File: src/rtl/gkm_pkg.sv
// Shared types, constants and exp tables for the Gaussian kernel block.
package gkm_pkg;

    // Field and datapath widths
    localparam int THETA_W   = 16;
    localparam int SUM_W     = 40;
    localparam int H_W       = 24;
    localparam int KERN_W    = 17;
    localparam int WD_W      = 32;
    localparam int WDSQ_W    = 40;
    localparam int MUL_W     = 25;
    localparam int PROD_W    = 2 * MUL_W;
    localparam int ACC_W     = 74;
    localparam int W_W       = 33;

    // Default vector length limit
    localparam int MAX_PARAMS_DEF = 64;

    // Queue between front and back
    localparam int Q_DEPTH   = 2;
    localparam int Q_PTR_W   = (Q_DEPTH > 1) ? $clog2(Q_DEPTH) : 1;
    localparam int Q_LVL_W   = $clog2(Q_DEPTH + 1);

    // Fixed-point constants
    localparam logic [H_W-1:0]    CFG_RESET  = 24'h008000;
    localparam logic [25:0]       ONE24      = 26'd16777216;
    localparam logic [25:0]       HALF24     = 26'd8388608;
    localparam logic [63:0]       X_LIMIT    = 64'h0000_1000_0000_0000;
    localparam logic [15:0]       DIV6_RECIP = 16'd43691;
    localparam logic [KERN_W-1:0] KERN_MAX   = 17'd65536;

    // Back-end sequencer steps
    typedef enum logic [4:0] {
        ST_IDLE, ST_X0, ST_X1, ST_X2, ST_X3,
        ST_R2M, ST_R2A, ST_R3M, ST_R3A, ST_D6M, ST_D6A,
        ST_VA, ST_KM, ST_KA,
        ST_W0, ST_W1, ST_W2, ST_W3,
        ST_Q0, ST_Q1, ST_Q2, ST_Q3, ST_Q4, ST_Q5
    } gkm_state_t;

    // Front to queue: finished vector sum
    typedef struct packed {
        logic             push;
        logic [SUM_W-1:0] sum;
    } gkm_push_t;

    // Queue fill status
    typedef struct packed {
        logic               empty;
        logic [Q_LVL_W-1:0] level;
    } gkm_q_status_t;

    // exp(-i), i = 0..16, Q1.24
    function automatic logic [MUL_W-1:0] exp_int_lut(input logic [4:0] idx);
        logic [MUL_W-1:0] val;
        case (idx)
            5'd0:    val = 25'd16777216;
            5'd1:    val = 25'd6171993;
            5'd2:    val = 25'd2270549;
            5'd3:    val = 25'd835288;
            5'd4:    val = 25'd307285;
            5'd5:    val = 25'd113044;
            5'd6:    val = 25'd41587;
            5'd7:    val = 25'd15299;
            5'd8:    val = 25'd5628;
            5'd9:    val = 25'd2070;
            5'd10:   val = 25'd762;
            5'd11:   val = 25'd280;
            5'd12:   val = 25'd103;
            5'd13:   val = 25'd38;
            5'd14:   val = 25'd14;
            5'd15:   val = 25'd5;
            5'd16:   val = 25'd2;
            default: val = 25'd0;
        endcase
        return val;
    endfunction

    // exp(-j/16), j = 0..15, Q1.24
    function automatic logic [MUL_W-1:0] exp_frac_lut(input logic [3:0] idx);
        logic [MUL_W-1:0] val;
        case (idx)
            4'd0:    val = 25'd16777216;
            4'd1:    val = 25'd15760736;
            4'd2:    val = 25'd14805841;
            4'd3:    val = 25'd13908801;
            4'd4:    val = 25'd13066109;
            4'd5:    val = 25'd12274473;
            4'd6:    val = 25'd11530801;
            4'd7:    val = 25'd10832185;
            4'd8:    val = 25'd10175896;
            4'd9:    val = 25'd9559370;
            4'd10:   val = 25'd8980197;
            4'd11:   val = 25'd8436114;
            4'd12:   val = 25'd7924996;
            4'd13:   val = 25'd7444844;
            4'd14:   val = 25'd6993784;
            4'd15:   val = 25'd6570052;
            default: val = 25'd0;
        endcase
        return val;
    endfunction

endpackage

File: src/rtl/gkm_if.sv
// Handshake channel interfaces: parameter pairs, results, configuration.
interface gkm_in_if;
    logic                                valid;
    logic                                ready;
    logic signed [gkm_pkg::THETA_W-1:0]  theta_a;
    logic signed [gkm_pkg::THETA_W-1:0]  theta_b;
    logic                                last_param;

    modport source (output valid, theta_a, theta_b, last_param, input ready);
    modport sink   (input valid, theta_a, theta_b, last_param, output ready);
endinterface

interface gkm_out_if;
    logic                          valid;
    logic                          ready;
    logic [gkm_pkg::KERN_W-1:0]    kernel_value;
    logic [gkm_pkg::WD_W-1:0]      weighted_distance;
    logic [gkm_pkg::WDSQ_W-1:0]    weighted_distance_sq;
    logic                          saturated;

    modport source (output valid, kernel_value, weighted_distance, weighted_distance_sq,
                    saturated, input ready);
    modport sink   (input valid, kernel_value, weighted_distance, weighted_distance_sq,
                    saturated, output ready);
endinterface

interface gkm_cfg_if;
    logic                       valid;
    logic                       ready;
    logic [gkm_pkg::H_W-1:0]    half_inv_lambda_sq;

    modport source (output valid, half_inv_lambda_sq, input ready);
    modport sink   (input valid, half_inv_lambda_sq, output ready);
endinterface

File: src/rtl/gkm_front.sv
// Front end: accepts element pairs, squares differences, accumulates per vector.
module gkm_front #(
    parameter int MAX_PARAMS = gkm_pkg::MAX_PARAMS_DEF
) (
    input  logic                   clk,
    input  logic                   rst_n,
    gkm_in_if.sink                 params_in,
    input  gkm_pkg::gkm_q_status_t q_status,
    output gkm_pkg::gkm_push_t     q_push
);
    localparam int CNT_W = $clog2(MAX_PARAMS + 1);

    logic [CNT_W-1:0]            count_reg, count_next;
    logic                        vld_reg;
    logic                        last_reg;
    logic [31:0]                 sq_reg, sq_next;
    logic [gkm_pkg::SUM_W-1:0]   sum_reg, sum_next;
    logic [gkm_pkg::SUM_W:0]     sum_add;
    logic [gkm_pkg::SUM_W-1:0]   sum_sat;
    logic [gkm_pkg::Q_LVL_W:0]   q_need;
    logic                        fire;
    logic                        add_en;
    logic signed [16:0]          diff;
    logic [15:0]                 abs_diff;

    // Room for every vector end already in flight plus this one
    assign q_need = {1'b0, q_status.level} + {{gkm_pkg::Q_LVL_W{1'b0}}, vld_reg & last_reg};
    assign params_in.ready = (q_need < (gkm_pkg::Q_LVL_W+1)'(gkm_pkg::Q_DEPTH));
    assign fire = params_in.valid && params_in.ready;

    // Pairs past the length limit do not add
    assign add_en = (count_reg < CNT_W'(MAX_PARAMS));

    always_comb
    begin
        count_next = count_reg;
        if (fire)
        begin
            if (params_in.last_param)
                count_next = '0;
            else if (add_en)
                count_next = count_reg + CNT_W'(1);
        end
    end

    // Squared difference, stage one
    assign diff     = $signed({params_in.theta_a[15], params_in.theta_a})
                    - $signed({params_in.theta_b[15], params_in.theta_b});
    assign abs_diff = diff[16] ? 16'(-diff) : diff[15:0];
    assign sq_next  = add_en ? (32'(abs_diff) * 32'(abs_diff)) : 32'd0;

    // Accumulate, stage two
    assign sum_add = {1'b0, sum_reg} + (gkm_pkg::SUM_W+1)'(sq_reg);
    assign sum_sat = sum_add[gkm_pkg::SUM_W] ? {gkm_pkg::SUM_W{1'b1}}
                                             : sum_add[gkm_pkg::SUM_W-1:0];

    always_comb
    begin
        sum_next    = sum_reg;
        q_push.push = 1'b0;
        q_push.sum  = sum_sat;
        if (vld_reg)
        begin
            if (last_reg)
            begin
                q_push.push = 1'b1;
                sum_next    = '0;
            end
            else
            begin
                sum_next = sum_sat;
            end
        end
    end

    always_ff @(posedge clk or negedge rst_n)
    begin
        if (!rst_n)
        begin
            count_reg <= '0;
            vld_reg   <= 1'b0;
            last_reg  <= 1'b0;
            sum_reg   <= '0;
        end
        else
        begin
            count_reg <= count_next;
            vld_reg   <= fire;
            last_reg  <= params_in.last_param;
            sum_reg   <= sum_next;
        end
    end

    always_ff @(posedge clk)
    begin
        sq_reg <= sq_next;
    end

endmodule

File: src/rtl/gkm_queue.sv
// Short FIFO of finished distance sums between front and back.
module gkm_queue (
    input  logic                        clk,
    input  logic                        rst_n,
    input  gkm_pkg::gkm_push_t          q_push,
    input  logic                        pop,
    output logic [gkm_pkg::SUM_W-1:0]   pop_data,
    output gkm_pkg::gkm_q_status_t      q_status
);
    logic [gkm_pkg::SUM_W-1:0]   slot_reg [gkm_pkg::Q_DEPTH];
    logic [gkm_pkg::Q_PTR_W-1:0] wr_ptr_reg, wr_ptr_next;
    logic [gkm_pkg::Q_PTR_W-1:0] rd_ptr_reg, rd_ptr_next;
    logic [gkm_pkg::Q_LVL_W-1:0] level_reg, level_next;
    logic                        do_pop;

    localparam logic [gkm_pkg::Q_PTR_W-1:0] LAST_PTR = gkm_pkg::Q_PTR_W'(gkm_pkg::Q_DEPTH - 1);

    assign q_status.empty = (level_reg == '0);
    assign q_status.level = level_reg;
    assign do_pop   = pop && !q_status.empty;
    assign pop_data = slot_reg[rd_ptr_reg];

    // Pointer wrap and fill level
    always_comb
    begin
        wr_ptr_next = wr_ptr_reg;
        rd_ptr_next = rd_ptr_reg;
        level_next  = level_reg;
        if (q_push.push)
            wr_ptr_next = (wr_ptr_reg == LAST_PTR) ? '0 : wr_ptr_reg + gkm_pkg::Q_PTR_W'(1);
        if (do_pop)
            rd_ptr_next = (rd_ptr_reg == LAST_PTR) ? '0 : rd_ptr_reg + gkm_pkg::Q_PTR_W'(1);
        if (q_push.push && !do_pop)
            level_next = level_reg + gkm_pkg::Q_LVL_W'(1);
        else if (!q_push.push && do_pop)
            level_next = level_reg - gkm_pkg::Q_LVL_W'(1);
    end

    always_ff @(posedge clk or negedge rst_n)
    begin
        if (!rst_n)
        begin
            wr_ptr_reg <= '0;
            rd_ptr_reg <= '0;
            level_reg  <= '0;
        end
        else
        begin
            wr_ptr_reg <= wr_ptr_next;
            rd_ptr_reg <= rd_ptr_next;
            level_reg  <= level_next;
        end
    end

    always_ff @(posedge clk)
    begin
        if (q_push.push)
            slot_reg[wr_ptr_reg] <= q_push.sum;
    end

endmodule

File: src/rtl/gkm_back.sv
// Back end: sequencer over one shared 25x25 multiplier for exp and moments.
module gkm_back (
    input  logic                        clk,
    input  logic                        rst_n,
    input  logic [gkm_pkg::H_W-1:0]     half_inv_lambda_sq,
    input  gkm_pkg::gkm_q_status_t      q_status,
    input  logic [gkm_pkg::SUM_W-1:0]   pop_data,
    output logic                        pop,
    gkm_out_if.source                   result_out
);
    localparam int MW = gkm_pkg::MUL_W;
    localparam int PW = gkm_pkg::PROD_W;
    localparam int AW = gkm_pkg::ACC_W;

    gkm_pkg::gkm_state_t state_reg, state_next;

    logic [gkm_pkg::SUM_W-1:0]  s_reg, s_next;
    logic [PW-1:0]              p_reg, p_next;
    logic [AW-1:0]              acc_reg, acc_next;
    logic                       over_reg, over_next;
    logic [4:0]                 ip_reg, ip_next;
    logic [3:0]                 jp_reg, jp_next;
    logic [19:0]                r_reg, r_next;
    logic [15:0]                r2_reg, r2_next;
    logic [11:0]                r3_reg, r3_next;
    logic [MW-1:0]              poly_reg, poly_next;
    logic [MW-1:0]              v_reg, v_next;
    logic [gkm_pkg::KERN_W-1:0] kern_reg, kern_next;
    logic [gkm_pkg::W_W-1:0]    w_reg, w_next;
    logic [MW-1:0]              mul_a, mul_b;

    logic                         ov_reg, ov_next;
    logic [gkm_pkg::KERN_W-1:0]   ok_reg, ok_next;
    logic [gkm_pkg::WD_W-1:0]     owd_reg, owd_next;
    logic [gkm_pkg::WDSQ_W-1:0]   owdsq_reg, owdsq_next;
    logic                         osat_reg, osat_next;
    logic                         can_load;

    // Scratch values inside the step logic
    logic [64:0]  x_round;
    logic [48:0]  xq;
    logic [25:0]  poly_full;
    logic [50:0]  rnd_sum;
    logic [25:0]  kern_round;
    logic         wdsq_hi;

    assign can_load = !ov_reg || result_out.ready;

    // Shared multiplier
    assign p_next = PW'(mul_a) * PW'(mul_b);

    // Step order
    always_comb
    begin
        case (state_reg)
            gkm_pkg::ST_IDLE: state_next = q_status.empty ? gkm_pkg::ST_IDLE : gkm_pkg::ST_X0;
            gkm_pkg::ST_X0:   state_next = gkm_pkg::ST_X1;
            gkm_pkg::ST_X1:   state_next = gkm_pkg::ST_X2;
            gkm_pkg::ST_X2:   state_next = gkm_pkg::ST_X3;
            gkm_pkg::ST_X3:   state_next = gkm_pkg::ST_R2M;
            gkm_pkg::ST_R2M:  state_next = gkm_pkg::ST_R2A;
            gkm_pkg::ST_R2A:  state_next = gkm_pkg::ST_R3M;
            gkm_pkg::ST_R3M:  state_next = gkm_pkg::ST_R3A;
            gkm_pkg::ST_R3A:  state_next = gkm_pkg::ST_D6M;
            gkm_pkg::ST_D6M:  state_next = gkm_pkg::ST_D6A;
            gkm_pkg::ST_D6A:  state_next = gkm_pkg::ST_VA;
            gkm_pkg::ST_VA:   state_next = gkm_pkg::ST_KM;
            gkm_pkg::ST_KM:   state_next = gkm_pkg::ST_KA;
            gkm_pkg::ST_KA:   state_next = gkm_pkg::ST_W0;
            gkm_pkg::ST_W0:   state_next = gkm_pkg::ST_W1;
            gkm_pkg::ST_W1:   state_next = gkm_pkg::ST_W2;
            gkm_pkg::ST_W2:   state_next = gkm_pkg::ST_W3;
            gkm_pkg::ST_W3:   state_next = gkm_pkg::ST_Q0;
            gkm_pkg::ST_Q0:   state_next = gkm_pkg::ST_Q1;
            gkm_pkg::ST_Q1:   state_next = gkm_pkg::ST_Q2;
            gkm_pkg::ST_Q2:   state_next = gkm_pkg::ST_Q3;
            gkm_pkg::ST_Q3:   state_next = gkm_pkg::ST_Q4;
            gkm_pkg::ST_Q4:   state_next = gkm_pkg::ST_Q5;
            gkm_pkg::ST_Q5:   state_next = can_load ? gkm_pkg::ST_IDLE : gkm_pkg::ST_Q5;
            default:          state_next = gkm_pkg::ST_IDLE;
        endcase
    end

    // Per-step operand select and datapath updates
    always_comb
    begin
        pop        = 1'b0;
        mul_a      = '0;
        mul_b      = '0;
        s_next     = s_reg;
        acc_next   = acc_reg;
        over_next  = over_reg;
        ip_next    = ip_reg;
        jp_next    = jp_reg;
        r_next     = r_reg;
        r2_next    = r2_reg;
        r3_next    = r3_reg;
        poly_next  = poly_reg;
        v_next     = v_reg;
        kern_next  = kern_reg;
        w_next     = w_reg;
        ov_next    = ov_reg && !result_out.ready;
        ok_next    = ok_reg;
        owd_next   = owd_reg;
        owdsq_next = owdsq_reg;
        osat_next  = osat_reg;
        x_round    = 65'(acc_reg[63:0]) + 65'd32768;
        xq         = x_round[64:16];
        poly_full  = gkm_pkg::ONE24 - 26'(r_reg) + 26'(r2_reg[15:1]) - 26'(p_reg[29:18]);
        rnd_sum    = 51'(p_reg) + 51'(gkm_pkg::HALF24);
        kern_round = 26'(rnd_sum[48:24]) + 26'd128;
        wdsq_hi    = |acc_reg[AW-1:64];

        case (state_reg)
            gkm_pkg::ST_IDLE:
            begin
                pop    = !q_status.empty;
                s_next = pop_data;
            end
            // x = s * h in two halves of s
            gkm_pkg::ST_X0:
            begin
                mul_a = MW'(s_reg[19:0]);
                mul_b = MW'(half_inv_lambda_sq);
            end
            gkm_pkg::ST_X1:
            begin
                mul_a    = MW'(s_reg[39:20]);
                mul_b    = MW'(half_inv_lambda_sq);
                acc_next = AW'(p_reg);
            end
            gkm_pkg::ST_X2:
            begin
                acc_next = acc_reg + (AW'(p_reg) << 20);
            end
            // Range reduction: integer, sixteenths, remainder
            gkm_pkg::ST_X3:
            begin
                over_next = (acc_reg[63:0] > gkm_pkg::X_LIMIT) || wdsq_hi;
                ip_next   = xq[28:24];
                jp_next   = xq[23:20];
                r_next    = xq[19:0];
            end
            gkm_pkg::ST_R2M:
            begin
                mul_a = MW'(r_reg);
                mul_b = MW'(r_reg);
            end
            gkm_pkg::ST_R2A:
            begin
                r2_next = p_reg[39:24];
            end
            gkm_pkg::ST_R3M:
            begin
                mul_a = MW'(r2_reg);
                mul_b = MW'(r_reg);
            end
            gkm_pkg::ST_R3A:
            begin
                r3_next = p_reg[35:24];
            end
            // r3 / 6 by reciprocal, exact for r3 below 4096
            gkm_pkg::ST_D6M:
            begin
                mul_a = MW'(r3_reg);
                mul_b = MW'(gkm_pkg::DIV6_RECIP);
            end
            gkm_pkg::ST_D6A:
            begin
                poly_next = poly_full[MW-1:0];
                mul_a     = gkm_pkg::exp_int_lut(ip_reg);
                mul_b     = gkm_pkg::exp_frac_lut(jp_reg);
            end
            gkm_pkg::ST_VA:
            begin
                v_next = rnd_sum[48:24];
            end
            gkm_pkg::ST_KM:
            begin
                mul_a = v_reg;
                mul_b = poly_reg;
            end
            // Q.24 to Q1.16, zero above the argument limit
            gkm_pkg::ST_KA:
            begin
                if (over_reg)
                    kern_next = '0;
                else if (kern_round[25:8] > 18'(gkm_pkg::KERN_MAX))
                    kern_next = gkm_pkg::KERN_MAX;
                else
                    kern_next = kern_round[24:8];
            end
            // w = round(k * s)
            gkm_pkg::ST_W0:
            begin
                mul_a = MW'(kern_reg);
                mul_b = MW'(s_reg[19:0]);
            end
            gkm_pkg::ST_W1:
            begin
                mul_a    = MW'(kern_reg);
                mul_b    = MW'(s_reg[39:20]);
                acc_next = AW'(p_reg) + AW'(gkm_pkg::HALF24);
            end
            gkm_pkg::ST_W2:
            begin
                acc_next = acc_reg + (AW'(p_reg) << 20);
            end
            gkm_pkg::ST_W3:
            begin
                w_next = acc_reg[56:24];
            end
            // w * s over four partial products
            gkm_pkg::ST_Q0:
            begin
                mul_a = w_reg[24:0];
                mul_b = MW'(s_reg[19:0]);
            end
            gkm_pkg::ST_Q1:
            begin
                mul_a    = w_reg[24:0];
                mul_b    = MW'(s_reg[39:20]);
                acc_next = AW'(p_reg) + AW'(gkm_pkg::HALF24);
            end
            gkm_pkg::ST_Q2:
            begin
                mul_a    = MW'(w_reg[32:25]);
                mul_b    = MW'(s_reg[19:0]);
                acc_next = acc_reg + (AW'(p_reg) << 20);
            end
            gkm_pkg::ST_Q3:
            begin
                mul_a    = MW'(w_reg[32:25]);
                mul_b    = MW'(s_reg[39:20]);
                acc_next = acc_reg + (AW'(p_reg) << 25);
            end
            gkm_pkg::ST_Q4:
            begin
                acc_next = acc_reg + (AW'(p_reg) << 45);
            end
            // Clip and load the output register
            gkm_pkg::ST_Q5:
            begin
                if (can_load)
                begin
                    ov_next    = 1'b1;
                    ok_next    = kern_reg;
                    owd_next   = w_reg[32] ? {gkm_pkg::WD_W{1'b1}} : w_reg[31:0];
                    owdsq_next = wdsq_hi ? {gkm_pkg::WDSQ_W{1'b1}} : acc_reg[63:24];
                    osat_next  = w_reg[32] | wdsq_hi;
                end
            end
            default:
            begin
                pop = 1'b0;
            end
        endcase
    end

    assign result_out.valid                = ov_reg;
    assign result_out.kernel_value         = ok_reg;
    assign result_out.weighted_distance    = owd_reg;
    assign result_out.weighted_distance_sq = owdsq_reg;
    assign result_out.saturated            = osat_reg;

    always_ff @(posedge clk or negedge rst_n)
    begin
        if (!rst_n)
        begin
            state_reg <= gkm_pkg::ST_IDLE;
            ov_reg    <= 1'b0;
        end
        else
        begin
            state_reg <= state_next;
            ov_reg    <= ov_next;
        end
    end

    always_ff @(posedge clk)
    begin
        s_reg     <= s_next;
        p_reg     <= p_next;
        acc_reg   <= acc_next;
        over_reg  <= over_next;
        ip_reg    <= ip_next;
        jp_reg    <= jp_next;
        r_reg     <= r_next;
        r2_reg    <= r2_next;
        r3_reg    <= r3_next;
        poly_reg  <= poly_next;
        v_reg     <= v_next;
        kern_reg  <= kern_next;
        w_reg     <= w_next;
        ok_reg    <= ok_next;
        owd_reg   <= owd_next;
        owdsq_reg <= owdsq_next;
        osat_reg  <= osat_next;
    end

endmodule

File: src/rtl/gaussian_kernel_with_moments.sv
// Top level: squared-exponential kernel with first and second distance moments.
//
//  Channel    | Dir | Payload                                                  | Request
//  -----------+-----+----------------------------------------------------------+------------------
//  params_in  | in  | theta_a, theta_b, last_param                             | one element pair
//  result_out | out | kernel_value, weighted_distance, weighted_distance_sq,   | one vector result
//             |     | saturated                                                |
//  cfg        | in  | half_inv_lambda_sq                                       | register write
//
//  Element pairs are taken one per cycle; the front squares and accumulates in two stages.
//  Each vector end passes through a two-entry queue to the back sequencer, which finishes
//  one vector before popping the next, on one shared 25x25 multiplier (exp, then k*s and k*s*s).
//  params_in stalls when two vector ends, queued or still in the accumulate stage, wait.
//  A result waits in the output register; the back holds its last step while it is full.
//  Reset (rst_n low, asynchronous) clears sum, counters, queue, sequencer; register to 0.5.
module gaussian_kernel_with_moments #(
    parameter int MAX_PARAMS = gkm_pkg::MAX_PARAMS_DEF
) (
    input  logic       clk,
    input  logic       rst_n,
    gkm_in_if.sink     params_in,
    gkm_out_if.source  result_out,
    gkm_cfg_if.sink    cfg
);
    logic [gkm_pkg::H_W-1:0]    h_reg, h_next;
    gkm_pkg::gkm_push_t         q_push;
    gkm_pkg::gkm_q_status_t     q_status;
    logic [gkm_pkg::SUM_W-1:0]  pop_data;
    logic                       pop;

    // Configuration register, always writable
    assign cfg.ready = 1'b1;
    assign h_next    = cfg.valid ? cfg.half_inv_lambda_sq : h_reg;

    always_ff @(posedge clk or negedge rst_n)
    begin
        if (!rst_n)
            h_reg <= gkm_pkg::CFG_RESET;
        else
            h_reg <= h_next;
    end

    gkm_front #(
        .MAX_PARAMS (MAX_PARAMS)
    ) u_front (
        .clk       (clk),
        .rst_n     (rst_n),
        .params_in (params_in),
        .q_status  (q_status),
        .q_push    (q_push)
    );

    gkm_queue u_queue (
        .clk      (clk),
        .rst_n    (rst_n),
        .q_push   (q_push),
        .pop      (pop),
        .pop_data (pop_data),
        .q_status (q_status)
    );

    gkm_back u_back (
        .clk                (clk),
        .rst_n              (rst_n),
        .half_inv_lambda_sq (h_reg),
        .q_status           (q_status),
        .pop_data           (pop_data),
        .pop                (pop),
        .result_out         (result_out)
    );

endmodule

File: src/flat_wrapper.sv
// flat-port wrapper written by rule: the top's interface ports become plain ports
module gaussian_kernel_with_moments_flat 
#(
    parameter int MAX_PARAMS = gkm_pkg::MAX_PARAMS_DEF
)
  (clk, rst_n, params_in_valid, params_in_theta_a, params_in_theta_b, params_in_last_param, params_in_ready, result_out_valid, result_out_kernel_value, result_out_weighted_distance, result_out_weighted_distance_sq, result_out_saturated, result_out_ready, cfg_valid, cfg_half_inv_lambda_sq, cfg_ready);
  gkm_in_if params_in_i ();
  gkm_out_if result_out_i ();
  gkm_cfg_if cfg_i ();
  input  logic clk;
  input  logic rst_n;
  input wire logic [$bits(params_in_i.valid)-1:0] params_in_valid;
  input wire logic [$bits(params_in_i.theta_a)-1:0] params_in_theta_a;
  input wire logic [$bits(params_in_i.theta_b)-1:0] params_in_theta_b;
  input wire logic [$bits(params_in_i.last_param)-1:0] params_in_last_param;
  output wire logic [$bits(params_in_i.ready)-1:0] params_in_ready;
  output wire logic [$bits(result_out_i.valid)-1:0] result_out_valid;
  output wire logic [$bits(result_out_i.kernel_value)-1:0] result_out_kernel_value;
  output wire logic [$bits(result_out_i.weighted_distance)-1:0] result_out_weighted_distance;
  output wire logic [$bits(result_out_i.weighted_distance_sq)-1:0] result_out_weighted_distance_sq;
  output wire logic [$bits(result_out_i.saturated)-1:0] result_out_saturated;
  input wire logic [$bits(result_out_i.ready)-1:0] result_out_ready;
  input wire logic [$bits(cfg_i.valid)-1:0] cfg_valid;
  input wire logic [$bits(cfg_i.half_inv_lambda_sq)-1:0] cfg_half_inv_lambda_sq;
  output wire logic [$bits(cfg_i.ready)-1:0] cfg_ready;
  assign params_in_i.valid = params_in_valid;
  assign params_in_i.theta_a = params_in_theta_a;
  assign params_in_i.theta_b = params_in_theta_b;
  assign params_in_i.last_param = params_in_last_param;
  assign params_in_ready = params_in_i.ready;
  assign result_out_valid = result_out_i.valid;
  assign result_out_kernel_value = result_out_i.kernel_value;
  assign result_out_weighted_distance = result_out_i.weighted_distance;
  assign result_out_weighted_distance_sq = result_out_i.weighted_distance_sq;
  assign result_out_saturated = result_out_i.saturated;
  assign result_out_i.ready = result_out_ready;
  assign cfg_i.valid = cfg_valid;
  assign cfg_i.half_inv_lambda_sq = cfg_half_inv_lambda_sq;
  assign cfg_ready = cfg_i.ready;
  gaussian_kernel_with_moments #(.MAX_PARAMS(MAX_PARAMS)) u_core (.clk(clk), .rst_n(rst_n), .params_in(params_in_i), .result_out(result_out_i), .cfg(cfg_i));
endmodule
File: config.mk
export PLATFORM = sky130hd
export DESIGN_NAME = gaussian_kernel_with_moments_flat
export DESIGN_NICKNAME = d
export VERILOG_FILES = /design/src/rtl/gkm_pkg.sv /design/src/rtl/gkm_if.sv /design/src/rtl/gkm_front.sv /design/src/rtl/gkm_queue.sv /design/src/rtl/gkm_back.sv /design/src/rtl/gaussian_kernel_with_moments.sv /design/src/flat_wrapper.sv
export SDC_FILE = /design/constraint.sdc
export NUM_CORES = 2
export LEC_CHECK = 0
export BUFFER_PORTS_ARGS = -buffer_cell sky130_fd_sc_hd__clkbuf_2
export CAP_MARGIN = 20
export CORE_ASPECT_RATIO = 1.2
export CORE_UTILIZATION = 58
export CTS_BUF_LIST = sky130_fd_sc_hd__clkbuf_4
export CTS_CLUSTER_DIAMETER = 30
export CTS_CLUSTER_SIZE = 10
export DETAILED_ROUTE_END_ITERATION = 8
export MAX_ROUTING_LAYER = met4
export PLACE_DENSITY = 0.77
export SYNTH_ARGS = -nofsm -noshare
export SYNTH_HDL_FRONTEND = slang
export SYNTH_SLANG_ARGS = --single-unit
File: constraint.sdc
create_clock -name clk -period 9 [get_ports clk]
set_input_delay 0.45 -clock clk [delete_from_list [all_inputs] [get_ports clk]]
set_output_delay 0.45 -clock clk [all_outputs]
set_load 0.005 [all_outputs]
# --- After elaboration in Yosys (flattened, before gate mapping) ---
# Memory sizes are Yosys's and may differ from the RTL's. A register that Yosys moved wholly into a read port is not among the register bits.
# Cells that the tools add are included.
word_totals:
  ff_bits: 487
  mem_bits_rw: 80
  romBits: 1136
  in_bits: 62
  output_inout_bits: 93
  wordCells: 136
  memories: 3
mem_list:
  columns: ["name", "depth", "word_bits", "rd", "rd_clocked_by_memory_dff", "wr", "line", "rtl"]
  rows:
  - ["(name not given)", 32, 23, 1, 1, 0, "gkm_pkg.sv:56", "case (idx)"]
  - ["(name not given)", 16, 25, 1, 1, 0, "gkm_pkg.sv:82", "case (idx)"]
  - ["u_core.u_queue.slot_reg", 2, 40, 1, 1, 1, "gkm_queue.sv:10", "logic [gkm_pkg::SUM_W-1:0] slot_reg [gkm_pkg::Q_DEPTH];"]
op_classes:
  addsub: 19
  n_mul: 2
  order_cmp: 4
  eq_ne: 23
  mux: 25
  bitwise: 2
  reduce_logical: 30
op_table:
  columns: ["op", "count"]
  rows:
  - ["$pmux W74 S5", 1]
  - ["$pmux W25 S10", 1]
  - ["$pmux W25 S7", 1]
  - ["$add A74 B74 Y74", 2]
  - ["$pmux W5 S24", 1]
  - ["$mux W40", 2]
  - ["$add A74 B70 Y74", 1]
  - ["$gt A64 B45 Y1 const B", 1]
  - ["$add A50 B24 Y51 const B", 1]
  - ["$mul A25 B25 Y50", 1]
  - ["$add A49 B24 Y49 const B", 1]
  - ["$add A45 B16 Y45 const B", 1]
  - ["$add A40 B32 Y41", 1]
  - ["$eq A5 B4 Y1 const B", 8]
  - ["$eq A5 B5 Y1 const B", 8]
  - ["$mul A16 B16 Y32", 1]
  - ["$add A25 B8 Y26 const B", 1]
  - ["$add A25 B15 Y25", 1]
  - ["$sub A25 B12 Y25", 1]
  - ["$sub A25 B20 Y25 const A", 1]
  - ["$eq A5 B3 Y1 const B", 4]
  - ["$gt A18 B17 Y1 const B", 1]
  - ["$mux W17", 1]
  - ["$sub A16 B16 Y17", 1]
  - ["other kinds (29)", 62]

# --- Logic depth before layout (Yosys ltp) ---
depth:
  word_depth: 7
  mapped_depth: 42
  mapped_depth_nobuf: 41

# --- Hierarchy ---
# Synthesis repeated with hierarchy kept, for this count alone.
hier_totals:
  hier_cells: 6873
  area_unflattened_um2: 65170.0
by_module_without_submodules:
  columns: ["module", "instances", "cells_each", "area_per_inst_um2", "seq_area_each_um2"]
  rows:
  - ["gkm_back", 1, 5112, 47794.6, 12962.4]
  - ["gkm_front", 1, 1568, 13093.8, 1846.8]
  - ["gkm_queue", 1, 140, 3271.9, 2502.4]
  - ["gaussian_kernel_with_moments", 1, 53, 1009.7, 601.8]

# --- Worst setup path after synthesis ---
# OpenSTA, ideal clock, no wires.
synth_timing:
  path_kind: "register to register"
  start: "register u_core.u_back.state_reg[1]"
  end: "register u_core.u_back.p_reg[49]"
  setup_time_ns: 0.072
  arrival_ns: 9.313
  required_time_ns: 8.928
  setup_slack_ns: -0.385
  path_stages_with_launch: 37
  n_path_buf: 5
  period_less_slack_ns: 9.385
  path_cell_list: "dfrtp_1 clkbuf_1 nand2b_1 nor3_1 clkbuf_1 clkbuf_1 buf_2 nand2_1 nand4_1 clkbuf_1 nand2_1 fa_1 inv_1 fa_1 inv_1 fa_1 fa_1 inv_1 fa_1 fa_1 inv_1 fa_1 inv_1 ha_1 a21o_1 a21oi_1 o21a_1 o21ai_0 o21ai_1 a21oi_1 a41o_1 a21oi_2 o31ai_1 a221o_1 or3b_1 a31oi_1 xnor2_1"
synth_via:
  elab_chain_cells: 4
  word_cells_on_any_way: 23
  classes_between: "mul: 1; eq/ne: 13; mux: 2; reduce/logical: 7"
synth_lines:
  columns: ["item", "line", "rtl"]
  rows:
  - ["from (decl)", "gkm_back.sv:15", "gkm_pkg::gkm_state_t state_reg, state_next;"]
  - ["from (signal assigned)", "gkm_back.sv:270", "state_reg <= gkm_pkg::ST_IDLE;"]
  - ["from (signal assigned)", "gkm_back.sv:275", "state_reg <= state_next;"]
  - ["$eq A5 B5 Y1, or another cell as far along", "gkm_back.sv:114", "case (state_reg)"]
  - ["$reduce_or A3 Y1 (no source line) or $reduce_or A2 Y1 (tied branches)", null, null]
  - ["$pmux W25 S7 or $pmux W25 S10 (tied branches)", "gkm_back.sv:114", null]
  - ["$mul A25 B25 Y50 (*)", "gkm_back.sv:50", "assign p_next = PW'(mul_a) * PW'(mul_b);"]
  - ["named net u_core.u_back.p_next[49]", "gkm_back.sv:18", "logic [PW-1:0] p_reg, p_next;"]
  - ["to (signal assigned)", "gkm_back.sv:283", "p_reg <= p_next;"]
  - ["to (decl)", "gkm_back.sv:18", null]
# Mark *: on every way through the listed nets, which the timed path passes. The rest lies on a longest branch.
# A chain may end at the register's enable or synchronous reset.

# --- Worst setup path in the final report ---
layout_timing:
  start: "register u_core.u_back.state_reg[3]"
  end: "register u_core.u_back.p_reg[48]"
# Same word-level chain as after synthesis.

==> impl_metrics.yaml <==
logic_synthesis:
  synth_top_cell_area_share_pct: 22.3
  yosysMostFrequentCell: "inv_1"
  syn_inst: 6550
  synth-edff-count: 442
  synth_area_um2: 63500
  synthArstFlopShare_pct: 12.7
  yosys.area.top_type: "fa_1"
  synth_seq_cells: 653
  yosysSeqAreaShare_pct: 28.2
  ys_top_cells_by_area: "fa_1, edfxtp_1, ha_1"
  synth_cell_types: 109
  yosys_most_used_dff: "edfxtp_1"
  avgSynthCellArea_um2: 9.70
  synth_commonest_cells: "inv_1, nand2_1, fa_1"
  syn_nets: 7817
  ys_warn_count: 0
detailed_routing:
  avgViaCountPerCell: 6.08
  vias: 54000
  ant_nets: 0
  wire_per_inst_um: 26.0
  detail_route.iter0.violations: 5487
  drtPass1Iterations: 7
  drcViolationCount: 0
  drt-total-wl_um: 230000
finish:
  layout.nets: 8603
  largest_register_ffs: 80
  register_area_um2: 17900
  fillerInstances: 8385
  multiInputGateArea_um2: 42100
  fin_cells: 8873
  drive_gt1_share_pct: 20.3
  fin_util_pct: 69.8
  syn_to_final_growth_pct: 18.8
clock_tree:
  cts_tree: "yes"
  clkTransAtPathRegs_ps: 90
  clock-sinks: 653
  cts_max_level: 4
  ctsRootBufferMaster: "clkbuf_4"
  clock_latency_ps: 1220
  clock_path_buffers: 3
  cts_buffers: 137
die:
  initial_core_util_pct: 58.7
  core_area_um2: 108000
  die_y_um: 365
  dieArea_um2: 111000
  die_w_um: 304
  io_pins: 155
  rows: 132
critical_path:
  cp_common_cell: "inv_1"
  required_ps: 10080
  cp_max_fo: 9
  critPathArrivalTime_ps: 10010
  cp_slowest_cell: "fa_1"
  r2r_cells: 39
  path_class: "reg2reg"
  cp-end-kind: "register"
  startpoint_type: "register"
  cpPeakStageDelay_ps: 540
global_route:
  grt_max_degree: 67
  grt-ovfl-total: 0
  track_usage_pct: 42.7
  antenna_found_initial: 10
  grt_pass1_wl_um: 337000
  first_global_vias: 54300
timing:
  timing.hold.ws_ps: 65.6
  hold_violations: 0
  slew_headroom_pct: 23.8
  fin_skew_ps: 100
  finalCritPeriodShare_pct: 99.2
  setup_viol: 0
  fmax_ghz: 0.112
  tightest_slew_ps: 1140
  min_period_ps: 8930
  final-max-slew-violation-count: 0
  rsz0062_at_grt: "yes"
status:
  status: "completed"
min_path:
  hold_path_class: "in2reg"
  holdPathStages: 3
run:
  drv_cap: 0
place:
  hpwl_um: 182000
  port_buffers: 153
  dp.cells: 8450
  gp_congestion: 1.10
## layout make-up
| type | instances | area share [%] |
|---|---|---|
| Antenna cell | 14 | 0.0464 |
| Clock inverter | 106 | 1.71 |
| Tap cell | 1407 | 2.33 |
| Inverter | 964 | 4.79 |
| Sequential cell | 653 | 23.7 |
| Multi-Input combinational cell | 4677 | 55.8 |
| Timing Repair Buffer | 903 | 10.1 |
| Clock buffer | 149 | 1.48 |
## final timing paths
check / startpoint / to / slack [ps]
setup / recovery: u_core.u_back.state_reg[3] / u_core.u_back.p_reg[48] / 70
hold / removal: cfg_half_inv_lambda_sq[8] / u_core.h_reg[8] / 70
setup reg to reg: u_core.u_back.state_reg[3] / u_core.u_back.p_reg[48] / 70
hold reg to reg: u_core.u_back.kern_reg[0] / u_core.u_back.result_out.kernel_value[0] / 460
max in group asynchronous: rst_n / u_core.u_front.sum_reg[31] / 7950
min in group asynchronous: rst_n / u_core.u_back.state_reg[2] / 380
## cells in the final DEF, fill, tap and decap left out, drive strengths merged, types with 39 or more instances in the layout
master and instances:
a21oi 303, dfrtp 82, nand3 91, xnor2 210, nor2b 48, fa 708
nor3 80, a22oi 68, edfxtp 442, nor2 546, o21ai 185, nand2 723
and2 69, a221o 45, xor2 124, clkbuf 304, or2 91, ha 497
o21a 39, inv 992, a31oi 52, dlygate4sd3 61, nand2b 62, clkinv 47
mux2 99, dfxtp 128, a211oi 43, a21o 125, buf 686, and3 53
## through the flow
step	setup slack, ps	cell area, um2	setup TNS (ps)
4_1_cts	0.287	73800	0
2_1_floorplan	-16.4	63600	-16.4
3_3_place_gp	-502	70300	-5910
6_report	74.7	75500	0
5_1_grt	-232	75500	-1220
3_5_place_dp	-560	70300	-7580
## timing repair
item | CTS | global route
cloned | 2 | 4
gates resized for setup | 52 | 225
hold buffers | 62 | 0
setup buffers | 21 | 69
pin swaps | 24 | 158
endpoints found under the setup margin | 16 | 21
endpoints found under the hold margin | 121 | 0
## logic make-up after synthesis
logic type / count (synthesis) / synth area share (%)
adder cells (fa/ha/maj): 1205 / 32.1
other: 1 / 0.00590
XOR/XNOR: 334 / 4.62
multiplexers: 108 / 1.90
flip-flops: 653 / 28.2
AO/OA/AOI/OAI: 1143 / 12.3
buffers and inverters: 1220 / 7.30
AND/OR/NAND/NOR: 1886 / 13.5
## worst max-delay path, delay by kind of cell, from the launching register on
kind | cells | cell delay [ps]
adders and majority gates | 8 | 3120
AOI/OAI and AO/OA | 12 | 2580
and+or+nand+nor | 6 | 1160
xor gates and xnor gates | 1 | 170
buffers and inverters | 12 | 1280
DFF | 1 | 500
## metal layers
metal / global-route usage (%) / vias to the layer above / wire (um)
li1: - / 23600 / -
met4: 30.5 / 0 / 21000
met1: 48.6 / 26500 / 81300
met2: 68.5 / 2945 / 107000
met3: 7.79 / 966 / 20700
met5: - / - / 0
Power is not shown: default switching activity piles up to over one toggle a cycle in this logic, so the estimate is an artifact.
